`src/rtl/pvqm_pkg.sv`:
```
// package for the proposal value queue manager
// request codes, default sizes and the result item layout; no dependencies
`default_nettype none
package pvqm_pkg;
    localparam int QueueDepth = 16;
    localparam int KeyWidth   = 32;
    localparam int OutKeyWidth = 32;

    localparam logic [2:0] REQ_ENQUEUE = 3'd0;
    localparam logic [2:0] REQ_GET     = 3'd1;
    localparam logic [2:0] REQ_QUERY   = 3'd2;
    localparam logic [2:0] REQ_CLOSE   = 3'd3;
    localparam logic [2:0] REQ_REQUEUE = 3'd4;

    // last member is the lowest bit: hit in bit 0
    typedef struct packed {
        logic                   overflow;
        logic                   is_noop;
        logic [OutKeyWidth-1:0] value_out;
        logic                   hit;
    } result_t;
endpackage
`default_nettype wire

```
`src/rtl/pvqm_queue.sv`:
```
// one key queue in a memory, with a registered read port and a loadable count
// uses pvqm_pkg; driven by the top-level sequencer
`default_nettype none
module pvqm_queue #(
    parameter int QUEUE_DEPTH = pvqm_pkg::QueueDepth,
    parameter int KEY_WIDTH   = pvqm_pkg::KeyWidth,
    localparam int AW = (QUEUE_DEPTH > 1) ? $clog2(QUEUE_DEPTH) : 1,
    localparam int CW = $clog2(QUEUE_DEPTH + 1)
) (
    input  wire logic                 clk,
    input  wire logic                 rst_n,
    // memory access
    input  wire logic                 wr_en,
    input  wire logic [AW-1:0]        wr_addr,
    input  wire logic [KEY_WIDTH-1:0] wr_data,
    input  wire logic [AW-1:0]        rd_addr,
    output logic      [KEY_WIDTH-1:0] rd_data,
    // count update
    input  wire logic                 cnt_load,
    input  wire logic [CW-1:0]        cnt_value,
    output logic      [CW-1:0]        count
);
    logic [KEY_WIDTH-1:0] mem [QUEUE_DEPTH];
    logic [CW-1:0] count_reg;

    always_ff @(posedge clk)
    begin
        if (wr_en)
        begin
            mem[wr_addr] <= wr_data;
        end
        rd_data <= mem[rd_addr];
    end

    always_ff @(posedge clk or negedge rst_n)
    begin
        if (!rst_n)
        begin
            count_reg <= '0;
        end
        else if (cnt_load)
        begin
            count_reg <= cnt_value;
        end
    end

    assign count = count_reg;
endmodule
`default_nettype wire

```
`src/rtl/proposal_value_queue_manager_unit.sv`:
```
// top level of the proposal value queue manager: sequencer and two queues
// uses pvqm_pkg and pvqm_queue
// One request item at a time. Each queue sits in a one-port-write, one-port-read
// memory with registered read data, and a small sequencer walks it entry by entry
// with a read state and a write state per entry. Get next shifts the queue it pops;
// query and close sweep pending then proposed; requeue adds up to two front-insert
// shifts of pending. The longest request is a requeue that finds the key in both
// queues. The sequencer returns to idle before it can take the next item. The result
// item sits in an output register, so the next request is accepted while it waits;
// the sequencer holds its last state only while an earlier result is still untaken.
`default_nettype none
module proposal_value_queue_manager_unit #(
    parameter int QUEUE_DEPTH = pvqm_pkg::QueueDepth,
    parameter int KEY_WIDTH   = pvqm_pkg::KeyWidth
) (
    input  wire logic        clk,
    input  wire logic        rst_n,
    input  wire logic        cfg_we,
    input  wire logic        cfg_wdata,
    input  wire logic        s_tvalid,
    output logic             s_tready,
    // tdata: req_type[2:0], value_key[34:3], fill_holes[35], zero pad [39:36]
    input  wire logic [39:0] s_tdata,
    output logic             m_tvalid,
    input  wire logic        m_tready,
    // tdata: hit[0], value_out[32:1], is_noop[33], overflow[34], zero pad [39:35]
    output logic      [39:0] m_tdata
);
    localparam int AW = (QUEUE_DEPTH > 1) ? $clog2(QUEUE_DEPTH) : 1;
    localparam int CW = $clog2(QUEUE_DEPTH + 1);
    localparam logic [CW-1:0] FULL = CW'(QUEUE_DEPTH);
    localparam int OW = pvqm_pkg::OutKeyWidth;

    typedef enum logic [9:0] {
        S_IDLE  = 10'b0000000001,
        S_DISP  = 10'b0000000010,
        S_SHRD  = 10'b0000000100,  // shift: read
        S_SHWR  = 10'b0000001000,  // shift: write
        S_SCRD  = 10'b0000010000,  // compaction scan: issue read
        S_SCWR  = 10'b0000100000,  // compaction scan: compare and write
        S_INS   = 10'b0001000000,  // requeue front inserts
        S_FRD   = 10'b0010000000,  // get-next: read front
        S_FWR   = 10'b0100000000,  // get-next: append front
        S_DONE  = 10'b1000000000
    } state_t;

    state_t state_reg, state_next;
    logic repro_reg;
    logic [2:0] req_reg;
    logic [KEY_WIDTH-1:0] key_reg;
    logic fill_reg;
    logic sel_reg;                // queue under work: 0 pending, 1 proposed
    logic [CW-1:0] ri_reg, wi_reg;
    logic fa_reg, fb_reg;         // found in pending / proposed
    logic ins_b_reg;              // proposed copy insert still to do
    logic dir_up_reg;             // shift direction: 1 pops front, 0 opens front
    logic [KEY_WIDTH-1:0] hold_reg;
    logic after_pop_reg;          // get-next: append hold after the pop
    logic dst_reg;                // append destination queue
    logic rot_reg;
    pvqm_pkg::result_t res_reg;
    pvqm_pkg::result_t out_reg;
    logic out_v_reg;

    logic [1:0] wr_en;
    logic [AW-1:0] wr_addr [2];
    logic [KEY_WIDTH-1:0] wr_data [2];
    logic [AW-1:0] rd_addr [2];
    logic [KEY_WIDTH-1:0] rd_data [2];
    logic [1:0] cnt_load;
    logic [CW-1:0] cnt_value [2];
    logic [CW-1:0] count [2];

    for (genvar q = 0; q < 2; q++)
    begin : g_q
        pvqm_queue #(.QUEUE_DEPTH(QUEUE_DEPTH), .KEY_WIDTH(KEY_WIDTH)) u_q (
            .clk(clk), .rst_n(rst_n),
            .wr_en(wr_en[q]), .wr_addr(wr_addr[q]), .wr_data(wr_data[q]),
            .rd_addr(rd_addr[q]), .rd_data(rd_data[q]),
            .cnt_load(cnt_load[q]), .cnt_value(cnt_value[q]), .count(count[q])
        );
    end

    logic [KEY_WIDTH-1:0] in_key;
    logic [CW-1:0] cur_cnt;
    logic [KEY_WIDTH-1:0] cur_rd;
    assign in_key  = KEY_WIDTH'(s_tdata[34:3]);
    assign cur_cnt = sel_reg ? count[1] : count[0];
    assign cur_rd  = sel_reg ? rd_data[1] : rd_data[0];

    assign s_tready = (state_reg == S_IDLE);
    assign m_tvalid = out_v_reg;
    assign m_tdata  = {5'd0, out_reg};

    always_ff @(posedge clk or negedge rst_n)
    begin
        if (!rst_n)
        begin
            repro_reg <= 1'b0;
        end
        else if (cfg_we)
        begin
            repro_reg <= cfg_wdata;
        end
    end

    // memory control from the sequencer state
    always_comb
    begin
        wr_en = '0;
        cnt_load = '0;
        for (int q = 0; q < 2; q++)
        begin
            wr_addr[q] = wi_reg[AW-1:0];
            wr_data[q] = hold_reg;
            rd_addr[q] = ri_reg[AW-1:0];
            cnt_value[q] = wi_reg;
        end
        unique case (state_reg)
            S_DISP:
            begin
                if (req_reg == pvqm_pkg::REQ_ENQUEUE && count[0] != FULL)
                begin
                    wr_en[0] = 1'b1;
                    wr_addr[0] = count[0][AW-1:0];
                    wr_data[0] = key_reg;
                    cnt_load[0] = 1'b1;
                    cnt_value[0] = count[0] + 1'b1;
                end
            end
            S_FWR:
            begin
                if (count[dst_reg] != FULL)
                begin
                    wr_en[dst_reg] = 1'b1;
                    wr_addr[dst_reg] = count[dst_reg][AW-1:0];
                    wr_data[dst_reg] = hold_reg;
                    cnt_load[dst_reg] = 1'b1;
                    cnt_value[dst_reg] = count[dst_reg] + 1'b1;
                end
            end
            S_SHWR:
            begin
                wr_en[sel_reg] = 1'b1;
                wr_data[sel_reg] = cur_rd;
            end
            S_SCWR:
            begin
                if (cur_rd != key_reg && req_reg != pvqm_pkg::REQ_QUERY)
                begin
                    wr_en[sel_reg] = 1'b1;
                    wr_data[sel_reg] = cur_rd;
                end
            end
            S_INS:
            begin
                wr_en[0] = 1'b1;
                wr_addr[0] = '0;
                wr_data[0] = key_reg;
            end
            default:
            begin
            end
        endcase
        // count loads at the end of passes are handled here too
        if (state_reg == S_SCRD && ri_reg == cur_cnt && req_reg != pvqm_pkg::REQ_QUERY)
        begin
            cnt_load[sel_reg] = 1'b1;
            cnt_value[sel_reg] = wi_reg;
        end
        if (state_reg == S_SHRD && dir_up_reg && ri_reg == cur_cnt)
        begin
            cnt_load[sel_reg] = 1'b1;
            cnt_value[sel_reg] = cur_cnt - 1'b1;
        end
        if (state_reg == S_SHRD && !dir_up_reg && wi_reg == '0)
        begin
            cnt_load[0] = 1'b1;
            cnt_value[0] = count[0] + 1'b1;
        end
    end

    // sequencer
    always_ff @(posedge clk or negedge rst_n)
    begin
        if (!rst_n)
        begin
            state_reg <= S_IDLE;
            out_v_reg <= 1'b0;
        end
        else
        begin
            state_reg <= state_next;
            if (state_reg == S_DONE && (!out_v_reg || m_tready))
            begin
                out_v_reg <= 1'b1;
            end
            else if (m_tready)
            begin
                out_v_reg <= 1'b0;
            end
        end
    end

    logic do_ins;
    always_comb
    begin
        state_next = state_reg;
        do_ins = (fb_reg || fa_reg) && count[0] != FULL;
        unique case (state_reg)
            S_IDLE:  if (s_tvalid && s_tready) state_next = S_DISP;
            S_DISP:
            begin
                unique case (req_reg)
                    pvqm_pkg::REQ_ENQUEUE: state_next = S_DONE;
                    pvqm_pkg::REQ_GET:
                        state_next = (count[0] != '0 ||
                                      (count[1] != '0 && repro_reg)) ? S_FRD : S_DONE;
                    pvqm_pkg::REQ_QUERY,
                    pvqm_pkg::REQ_CLOSE,
                    pvqm_pkg::REQ_REQUEUE: state_next = S_SCRD;
                    default: state_next = S_DONE;
                endcase
            end
            S_FRD:   state_next = S_SHRD;
            S_SHRD:
            begin
                if (dir_up_reg)
                    state_next = (ri_reg == cur_cnt) ? (after_pop_reg ? S_FWR : S_DONE)
                                                     : S_SHWR;
                else
                    state_next = (wi_reg == '0) ? S_INS : S_SHWR;
            end
            S_SHWR:  state_next = S_SHRD;
            S_FWR:   state_next = S_DONE;
            S_SCRD:
            begin
                if (ri_reg == cur_cnt)
                begin
                    if (!sel_reg)
                        state_next = S_SCRD;
                    else if (req_reg == pvqm_pkg::REQ_REQUEUE && (fb_reg || fa_reg))
                        state_next = do_ins ? S_SHRD : S_DONE;
                    else
                        state_next = S_DONE;
                end
                else
                    state_next = S_SCWR;
            end
            S_SCWR:  state_next = S_SCRD;
            S_INS:
            begin
                if (ins_b_reg && fa_reg)
                    state_next = (count[0] != FULL) ? S_SHRD : S_DONE;
                else
                    state_next = S_DONE;
            end
            // hold the finished result until the output register is free
            S_DONE:  state_next = (!out_v_reg || m_tready) ? S_IDLE : S_DONE;
            default: state_next = S_IDLE;
        endcase
    end

    // datapath registers
    always_ff @(posedge clk)
    begin
        unique case (state_reg)
            S_IDLE:
            begin
                req_reg  <= s_tdata[2:0];
                key_reg  <= in_key;
                fill_reg <= s_tdata[35];
                res_reg  <= '0;
                fa_reg   <= 1'b0;
                fb_reg   <= 1'b0;
                ri_reg   <= '0;
                wi_reg   <= '0;
                sel_reg  <= 1'b0;
            end
            S_DISP:
            begin
                unique case (req_reg)
                    pvqm_pkg::REQ_ENQUEUE:
                    begin
                        res_reg.hit      <= (count[0] != FULL);
                        res_reg.overflow <= (count[0] == FULL);
                    end
                    pvqm_pkg::REQ_GET:
                    begin
                        rot_reg <= (count[0] == '0);
                        sel_reg <= (count[0] == '0);
                        dst_reg <= 1'b1;
                        ri_reg  <= '0;
                        if (count[0] == '0 && !(count[1] != '0 && repro_reg) && fill_reg)
                        begin
                            res_reg.hit     <= 1'b1;
                            res_reg.is_noop <= 1'b1;
                        end
                    end
                    default:
                    begin
                    end
                endcase
            end
            S_FRD:
            begin
                // read of slot 0 issued; shift pass starts at entry 1
                dir_up_reg    <= 1'b1;
                after_pop_reg <= 1'b1;
                ri_reg        <= CW'(1);
                wi_reg        <= '0;
            end
            S_SHRD:
            begin
                // front key lands during the first shift read
                if (dir_up_reg && ri_reg == CW'(1) && wi_reg == '0)
                    hold_reg <= cur_rd;
                if (dir_up_reg && ri_reg != cur_cnt)
                    ri_reg <= ri_reg + 1'b1;
                if (!dir_up_reg && wi_reg != '0)
                    ri_reg <= wi_reg - CW'(2);
            end
            S_SHWR:
            begin
                if (dir_up_reg)
                    wi_reg <= wi_reg + 1'b1;
                else
                    wi_reg <= wi_reg - 1'b1;
            end
            S_FWR:
            begin
                res_reg.hit       <= 1'b1;
                res_reg.value_out <= OW'(hold_reg);
                res_reg.overflow  <= (count[1] == FULL) && !rot_reg;
            end
            S_SCRD:
            begin
                if (ri_reg == cur_cnt)
                begin
                    if (!sel_reg)
                    begin
                        sel_reg <= 1'b1;
                        ri_reg  <= '0;
                        wi_reg  <= '0;
                    end
                    else
                    begin
                        res_reg.hit <= fa_reg || fb_reg;
                        ins_b_reg   <= fb_reg;
                        if (req_reg == pvqm_pkg::REQ_REQUEUE && (fa_reg || fb_reg))
                        begin
                            res_reg.overflow <= (count[0] == FULL) ||
                                (fa_reg && fb_reg && count[0] == FULL - 1'b1);
                            sel_reg    <= 1'b0;
                            dir_up_reg <= 1'b0;
                            wi_reg     <= count[0];
                            ri_reg     <= count[0] - 1'b1;
                        end
                    end
                end
                else
                    ri_reg <= ri_reg + 1'b1;
            end
            S_SCWR:
            begin
                if (cur_rd == key_reg)
                begin
                    if (sel_reg) fb_reg <= 1'b1;
                    else         fa_reg <= 1'b1;
                end
                else
                    wi_reg <= wi_reg + 1'b1;
            end
            S_INS:
            begin
                if (ins_b_reg && fa_reg)
                begin
                    ins_b_reg <= 1'b0;
                    wi_reg    <= count[0];
                    ri_reg    <= count[0] - 1'b1;
                end
            end
            S_DONE:
            begin
                if (!out_v_reg || m_tready)
                    out_reg <= res_reg;
            end
            default:
            begin
            end
        endcase
    end
endmodule
`default_nettype wire

```
`config.mk`:
```
export PLATFORM = sky130hd
export DESIGN_NAME = proposal_value_queue_manager_unit
export DESIGN_NICKNAME = d
export VERILOG_FILES = /design/src/rtl/pvqm_pkg.sv /design/src/rtl/pvqm_queue.sv /design/src/rtl/proposal_value_queue_manager_unit.sv
export SDC_FILE = /design/constraint.sdc
export NUM_CORES = 2
export LEC_CHECK = 0
export ABC_AREA = 1
export BUFFER_PORTS_ARGS = -buffer_cell sky130_fd_sc_hd__buf_2
export CORE_MARGIN = 10
export CORE_UTILIZATION = 65
export DETAILED_ROUTE_END_ITERATION = 7
export PLACE_DENSITY_LB_ADDON = 0.08
export SKIP_LAST_GASP = 1
export SLEW_MARGIN = 5
export SYNTH_ARGS = -nofsm -noshare
export SYNTH_HDL_FRONTEND = slang
export SYNTH_SLANG_ARGS = --single-unit
export TNS_END_PERCENT = 30
```
`constraint.sdc`:
```
create_clock -name clk -period 7.74 [get_ports clk]
set_clock_uncertainty 0.15 [all_clocks]
set_input_delay 1.161 -clock clk [delete_from_list [all_inputs] [get_ports clk]]
set_output_delay 1.161 -clock clk [all_outputs]
set_load 0.005 [all_outputs]
```
-- Word-level counts from Yosys, hierarchy flattened
Memory sizes are Yosys's and may differ from the RTL's. A register that Yosys moved wholly into a read port is not among the register bits.
Index checks and enable logic that the tools add are counted.
- $add $sub $neg: 8
- multiply operators: 0
- div/mod/pow operators: 0
- order comparisons: 4
- eq/ne operators: 42
- shift operators: 0
- muxes and demuxes: 103
- bitwise gates (word level): 3
- reductions and logical operators: 65
- operators with widths (operator ; count):
    $pmux 32 s2 ; 2
    $pmux 32 s4 ; 1
    $mux 10 ; 11
    $mux 32 ; 3
    $mux 5 ; 19
    $pmux 10 s9 ; 1
    $bwmux 64 ; 1
    $mux 64 ; 1
    $demux 32 s1 ; 1
    $eq 32x32->1 ; 1
    $mux 1 ; 32
    $ne 32x32->1 ; 1
    $pmux 5 s6 ; 1
    $logic_and 1x1->1 ; 25
    $pmux 5 s5 ; 1
    $add 5x1->5 const B ; 4
    $bwmux 10 ; 2
    $pmux 10 s2 ; 1
    $reduce_and 5->1 ; 4
    $reduce_bool 5->1 ; 4
    $mux 9 ; 2
    $ne 2x2->1 const B ; 8
    $sub 5x1->5 const B ; 3
    $pmux 1 s2 ; 7
    54 further kinds ; 89
- register bits after elaboration: 176
- bits in latches: 0
- memory bits (writable): 1024
- bits in read-only memories: 0
- output and inout port bits: 42
- word-level logic and storage cells: 252
- memories kept: 2
- memories (name ; depth ; bits a word ; read ports ; clocked after Yosys merged registers in ; write ports ; line ; text):
    g_q[0].u_q.mem ; 16 ; 32 ; 1 ; 1 ; 1 ; pvqm_queue.sv:23 ; logic [KEY_WIDTH-1:0] mem [QUEUE_DEPTH];
    g_q[1].u_q.mem ; 16 ; 32 ; 1 ; 1 ; 1 ; pvqm_queue.sv:23 ;

-- Depth between registers and ports, before layout
- depth after elaboration: 10
- gate-level depth with buffers: 17

-- By module
Synthesis repeated with hierarchy kept, for this count alone.
- cell total of the unflattened synthesis: 5713
- area total of the unflattened synthesis: 56974.6 µm²
- modules (own cells, without submodules) (module ; instances ; cells an instance ; area an instance (µm²) ; sequential area each (µm²)):
    pvqm_queue at g_q[1].u_q ; 1 ; 2130 ; 22914.5 ; 16140.5
    pvqm_queue at g_q[0].u_q ; 1 ; 2130 ; 22909.5 ; 16140.5
    proposal_value_queue_manager_unit ; 1 ; 1453 ; 11150.7 ; 4926.0

-- Worst setup path after synthesis
No wires, ideal clock.
- path type: reg2reg
- from: register state_reg[7]
- to: register res_reg[10] (netlist name), enable pin
- setup time: 0.390 ns
- arrival time: 4.852 ns
- required time: 7.200 ns
- slack: 2.349 ns
- stages on the path, launching flop included: 6
- period minus slack after synthesis: 5.391 ns
- cell sequence: dfrtp_1 > nor2_4 > nand2_2 > nor3_1 > inv_1 > nand2_1
- word-level cells in the longest chain between the ends: 2
- RTL lines (element ; line ; text):
    from (decl) ; proposal_value_queue_manager_unit.sv:47 ; state_t state_reg, state_next;
    from (signal assigned) ; proposal_value_queue_manager_unit.sv:193 ; state_reg <= state_next;
    $eq 10x1->1 ; -- ;
    via s_tready ; proposal_value_queue_manager_unit.sv:21 ; output logic s_tready,
    $reduce_bool 2->1 (no source line) ; -- ;
    to (decl) ; proposal_value_queue_manager_unit.sv:61 ; pvqm_pkg::result_t res_reg;
The timed path passes the listed nets, and every way through them passes these cells.
A chain may end at the register's enable or synchronous reset.

-- Final worst setup path
- from: register g_q[0].u_q.count_reg[0]
- to: memory g_q[0].u_q.mem[15][12] (netlist name), enable pin
- word-level cells in the longest chain between the ends: 6
- RTL lines (element ; line ; text):
    from (decl) ; pvqm_queue.sv:24 ; logic [CW-1:0] count_reg;
    from (signal assigned) ; pvqm_queue.sv:43 ; count_reg <= cnt_value;
    $ne 5x5->1 ; proposal_value_queue_manager_unit.sv:122 ; if (req_reg == pvqm_pkg::REQ_ENQUEUE && count[0] != FULL)
    $logic_and 1x1->1 ; proposal_value_queue_manager_unit.sv:122 ;
    $mux 1 ; proposal_value_queue_manager_unit.sv:122 ;
    $pmux 1 s5 ; proposal_value_queue_manager_unit.sv:119 ; unique case (state_reg)
    $mux 1 ; pvqm_queue.sv:28 ; if (wr_en)
    $mux 1 (implied by the code) ; pvqm_queue.sv:30 ; mem[wr_addr] <= wr_data;
    to (decl) ; pvqm_queue.sv:23 ;
Several ways; a longest one is shown, not always the timed one.

==> qor_table.md <==
| Item | Value |
|:---|:---|
| Final period demand of the worst path | 6030 ps |
| First-pass GRT wire length | 212 mm |
| Number of slew-limit violations in the final report | 0 |
| Worst-case register-to-register setup slack | 1710 ps |
| Remaining antenna violation count | 0 |
| Routability congestion estimate from global placement | 0.944 |
| TritonCTS clock tree | yes |
| Post-synthesis cell count | 4413 |
| Synth unique cells | 55 |
| Top achievable clock speed | 0.166 GHz |
| Remaining routing DRC violations | 0 |
| Netlist area before placement | 52300 um^2 |
| Number of buffer cells added on primary ports | 78 |
| Maximum VDD drop | 0.371 mV |
| Setup CP Type | register to register |
| Most frequent cells after synthesis | edfxtp_1, nor2_1, o21ai_0 |
| Average size of a mapped cell | 11.9 um^2 |
| Critical path endpoint category | register |
| First-pass iteration count of the detailed router | 6 |
| Number of nets at the end of the flow | 4486 |
| Top-count cell post-synth | edfxtp_1 |
| Number of clock sinks | 1264 |
| Synth async-reset ratio | 1.74% |
| Setup repair after global routing missed its margin | false |
| Element type at the critical path start | register |
| Library cell with the largest summed area after synthesis | edfxtp_1 |
| Clock-pin slew of the registers on the worst-case setup and hold paths | 60 ps |
| Per-cell via count in the routed design | 6.54 |
| Chip Height | 304 um |
| Number of cells upsized or downsized after cts | 0 |
| Maximum level of the CTS H-tree | 4 |
| CTS root buf | clkbuf_16 |
| First-iteration detailed-routing DRC count | 4823 |
| Crit path max fanout | 25 |
| Share of synthesized area occupied by flip-flops and latches | 71.1% |
| Antenna violations before repair | 5 |
| Placeable core region | 79400 um^2 |
| IO Count | 88 |
| Total detailed-routing wirelength | 144 mm |
| Insertion delay of the later-clocked pin in the worst-skew pair | 730 ps |
| Yosys warns | 0 |
| Number of standard-cell rows in the floorplan | 103 |
| Class of the tightest hold or removal check | register to register |
| P_leak | 0.0200 uW |
| Post-route fraction of the period consumed by the critical path | 77.8% |
| Proportion of layout cells with a drive suffix above 1 | 9.82% |
| Registers with the most flip-flops | g_q.u_q.mem: 1024 flops, g_q.u_q.rd_data: 64 flops |
| Worst hold margin | 262 ps |
| Sum of net half-perimeters after detailed placement | 82.1 mm |
| Number of maximum-capacitance violations | 0 |
| Remaining max-slew budget at the tightest pin | 14.2% |
| Vias after detailed routing | 36523 |
| Via count of the first global-routing pass | 33687 |
| Proportion of netlist area held by the largest area contributor | 67.6% |
| Highest metal layer used by the detailed router | met5 |
| Maximum number of pins on one net before global-route repair | 230 |
| Arrival time of the worst setup path | 6290 ps |
| Overall fraction of global-route tracks in use | 30.1% |
| Met1 routed wirelength after detailed routing | 55.1 mm |
| Max FFs per register | 1024 |
| Longest Clk Path Bufs | 3 |
| Fin Setup TNS | 0 ps |
| Flop and latch count out of synthesis | 1264 |
| Cell types with the largest area share after synthesis | edfxtp_1, o21ai_0, nor2_1, nand2_1, nand3_1 |
| Antenna Cells | 0 |
| Power density relative to cell area | 365 nW/um^2 |
| Sum of met3 wire segment lengths after detailed routing | 18.0 mm |
| Number of buffers inserted to repair setup after CTS | 0 |
| Transition time at the pin with the least slew margin | 1290 ps |
| Inserted Clock Buffers | 130 |
| Initial core utilization | 65.9% |
| Outcome | finished clean |
| Critical path data required time | 8010 ps |
| Setup violators final | 0 |
| Layout overhead on the synthesized area | 10.8% |
| DR WL/cell | 25.8 um |
| Number of hold-slack violations in the final timing report | 0 |
| Total met2 wirelength after detailed routing | 65.0 mm |
| Die area | 92200 um^2 |
| Register ranked first by flip-flop count | g_q.u_q.mem |
| Fill count | 5313 |
| Number of enable-type register cells in the synthesized netlist | 1178 |
| Number of buffers inserted for hold repair after clock tree synthesis | 0 |
| Die span in x | 304 um |
| Top flip-flop cell by instance count after synthesis | edfxtp_1 |
| Global route overflow | 0 |
-- logic make-up (layout without fill, tap and decap cells) --
logic type                 count (synthesis)  count (layout)  share of synthesized area [%]
other                                      1               5                        0.00717
xor gates and xnor gates                  18              18                          0.301
adders and majority gates                 14              14                          0.335
and+or+nand+nor                         1641            1641                           13.1
AOI/OAI and AO/OA                       1032            1032                           11.6
DFF                                     1264            1264                           71.1
buffers and inverters                    442             556                           3.49
muxes                                      1               1                         0.0215
-- per-stage QoR --
step                std cells  cell area [um^2]  util, %  setup slack [ps]  total power (uW)
floorplan                4417             52300        -              2350             12900
global placement         5344             53700     67.7              2140             14800
detailed placement       5344             53700     67.7              2040             14900
CTS                      5581             57900     73.0              2010             21000
global route             5581             57900     73.0              1700             22000
finish                   5581             57900     73.0              1710             21100
-- critical path, stage by stage, from the launching register on --
cell,delay [ps]
dfrtp_1,460
inv_1,210
ha_1,200
inv_1,40
nor2_1,150
nand3_1,240
nand2_1,460
nor2_2,150
nor2_4,600
inv_2,440
o22ai_1,700
nand3_1,520
nor2_4,1010
buf_4,340
-- placed cells by master (no fill, tap or decap), types with 11 or more instances in the layout --
cell type / instances
clkbuf_1: 38
nor2_4: 37
buf_4: 66
xor2_1: 15
o21ai_0: 616
inv_2: 11
ha_1: 14
o21bai_1: 13
nand2_2: 21
dfxtp_1: 64
o22ai_1: 175
nor2_1: 657
a21oi_1: 30
nor3_1: 11
o221ai_1: 114
clkbuf_8: 11
clkinv_2: 21
nand4_1: 16
clkbuf_16: 132
nand2_1: 558
buf_2: 78
nand3b_1: 34
o211ai_1: 43
nand3_1: 279
o21a_1: 14
edfxtp_1: 1178
dfrtp_1: 21
inv_1: 152
clkinv_1: 12
-- power breakdown --
group	switching, uW	leakage (uW)	internal (uW)	total [uW]
clock network	2580	0.00203	3540	6130
registers	484	0.0115	8250	8730
logic	4570	0.00646	1700	6260
-- metal layers --
metal	track usage, %	vias to the layer above
li1	-	16097
met1	42.9	17623
met2	45.1	2439
met3	6.36	362
met4	12.1	2
met5	0	-
-- final timing paths --
kind / start / cells after the start / endpoint
worst max-delay path: g_q[0].u_q.count[0] / 13 / g_q[0].u_q.mem[15][12]
min in group asynchronous: rst_n / 1 / g_q[1].u_q.count[0]
max in group asynchronous: rst_n / 1 / state_reg[5]
worst min-delay path: res_reg[26] / 0 / m_tdata[26]
worst min register to register: res_reg[26] / 0 / m_tdata[26]
worst max register to register: g_q[0].u_q.count[0] / 13 / g_q[0].u_q.mem[15][12]
-- layout make-up --
type	instances	area, um^2	area share (%)
Clock inverter	56	584	1.01
Multi-Input combinational cell	2711	13600	23.5
Timing Repair Buffer	149	986	1.70
Inverter	170	657	1.13
Tap cell	1050	1310	2.27
Sequential cell	1264	37200	64.2
Clock buffer	181	3600	6.21
(Power assumes the default switching activity.)
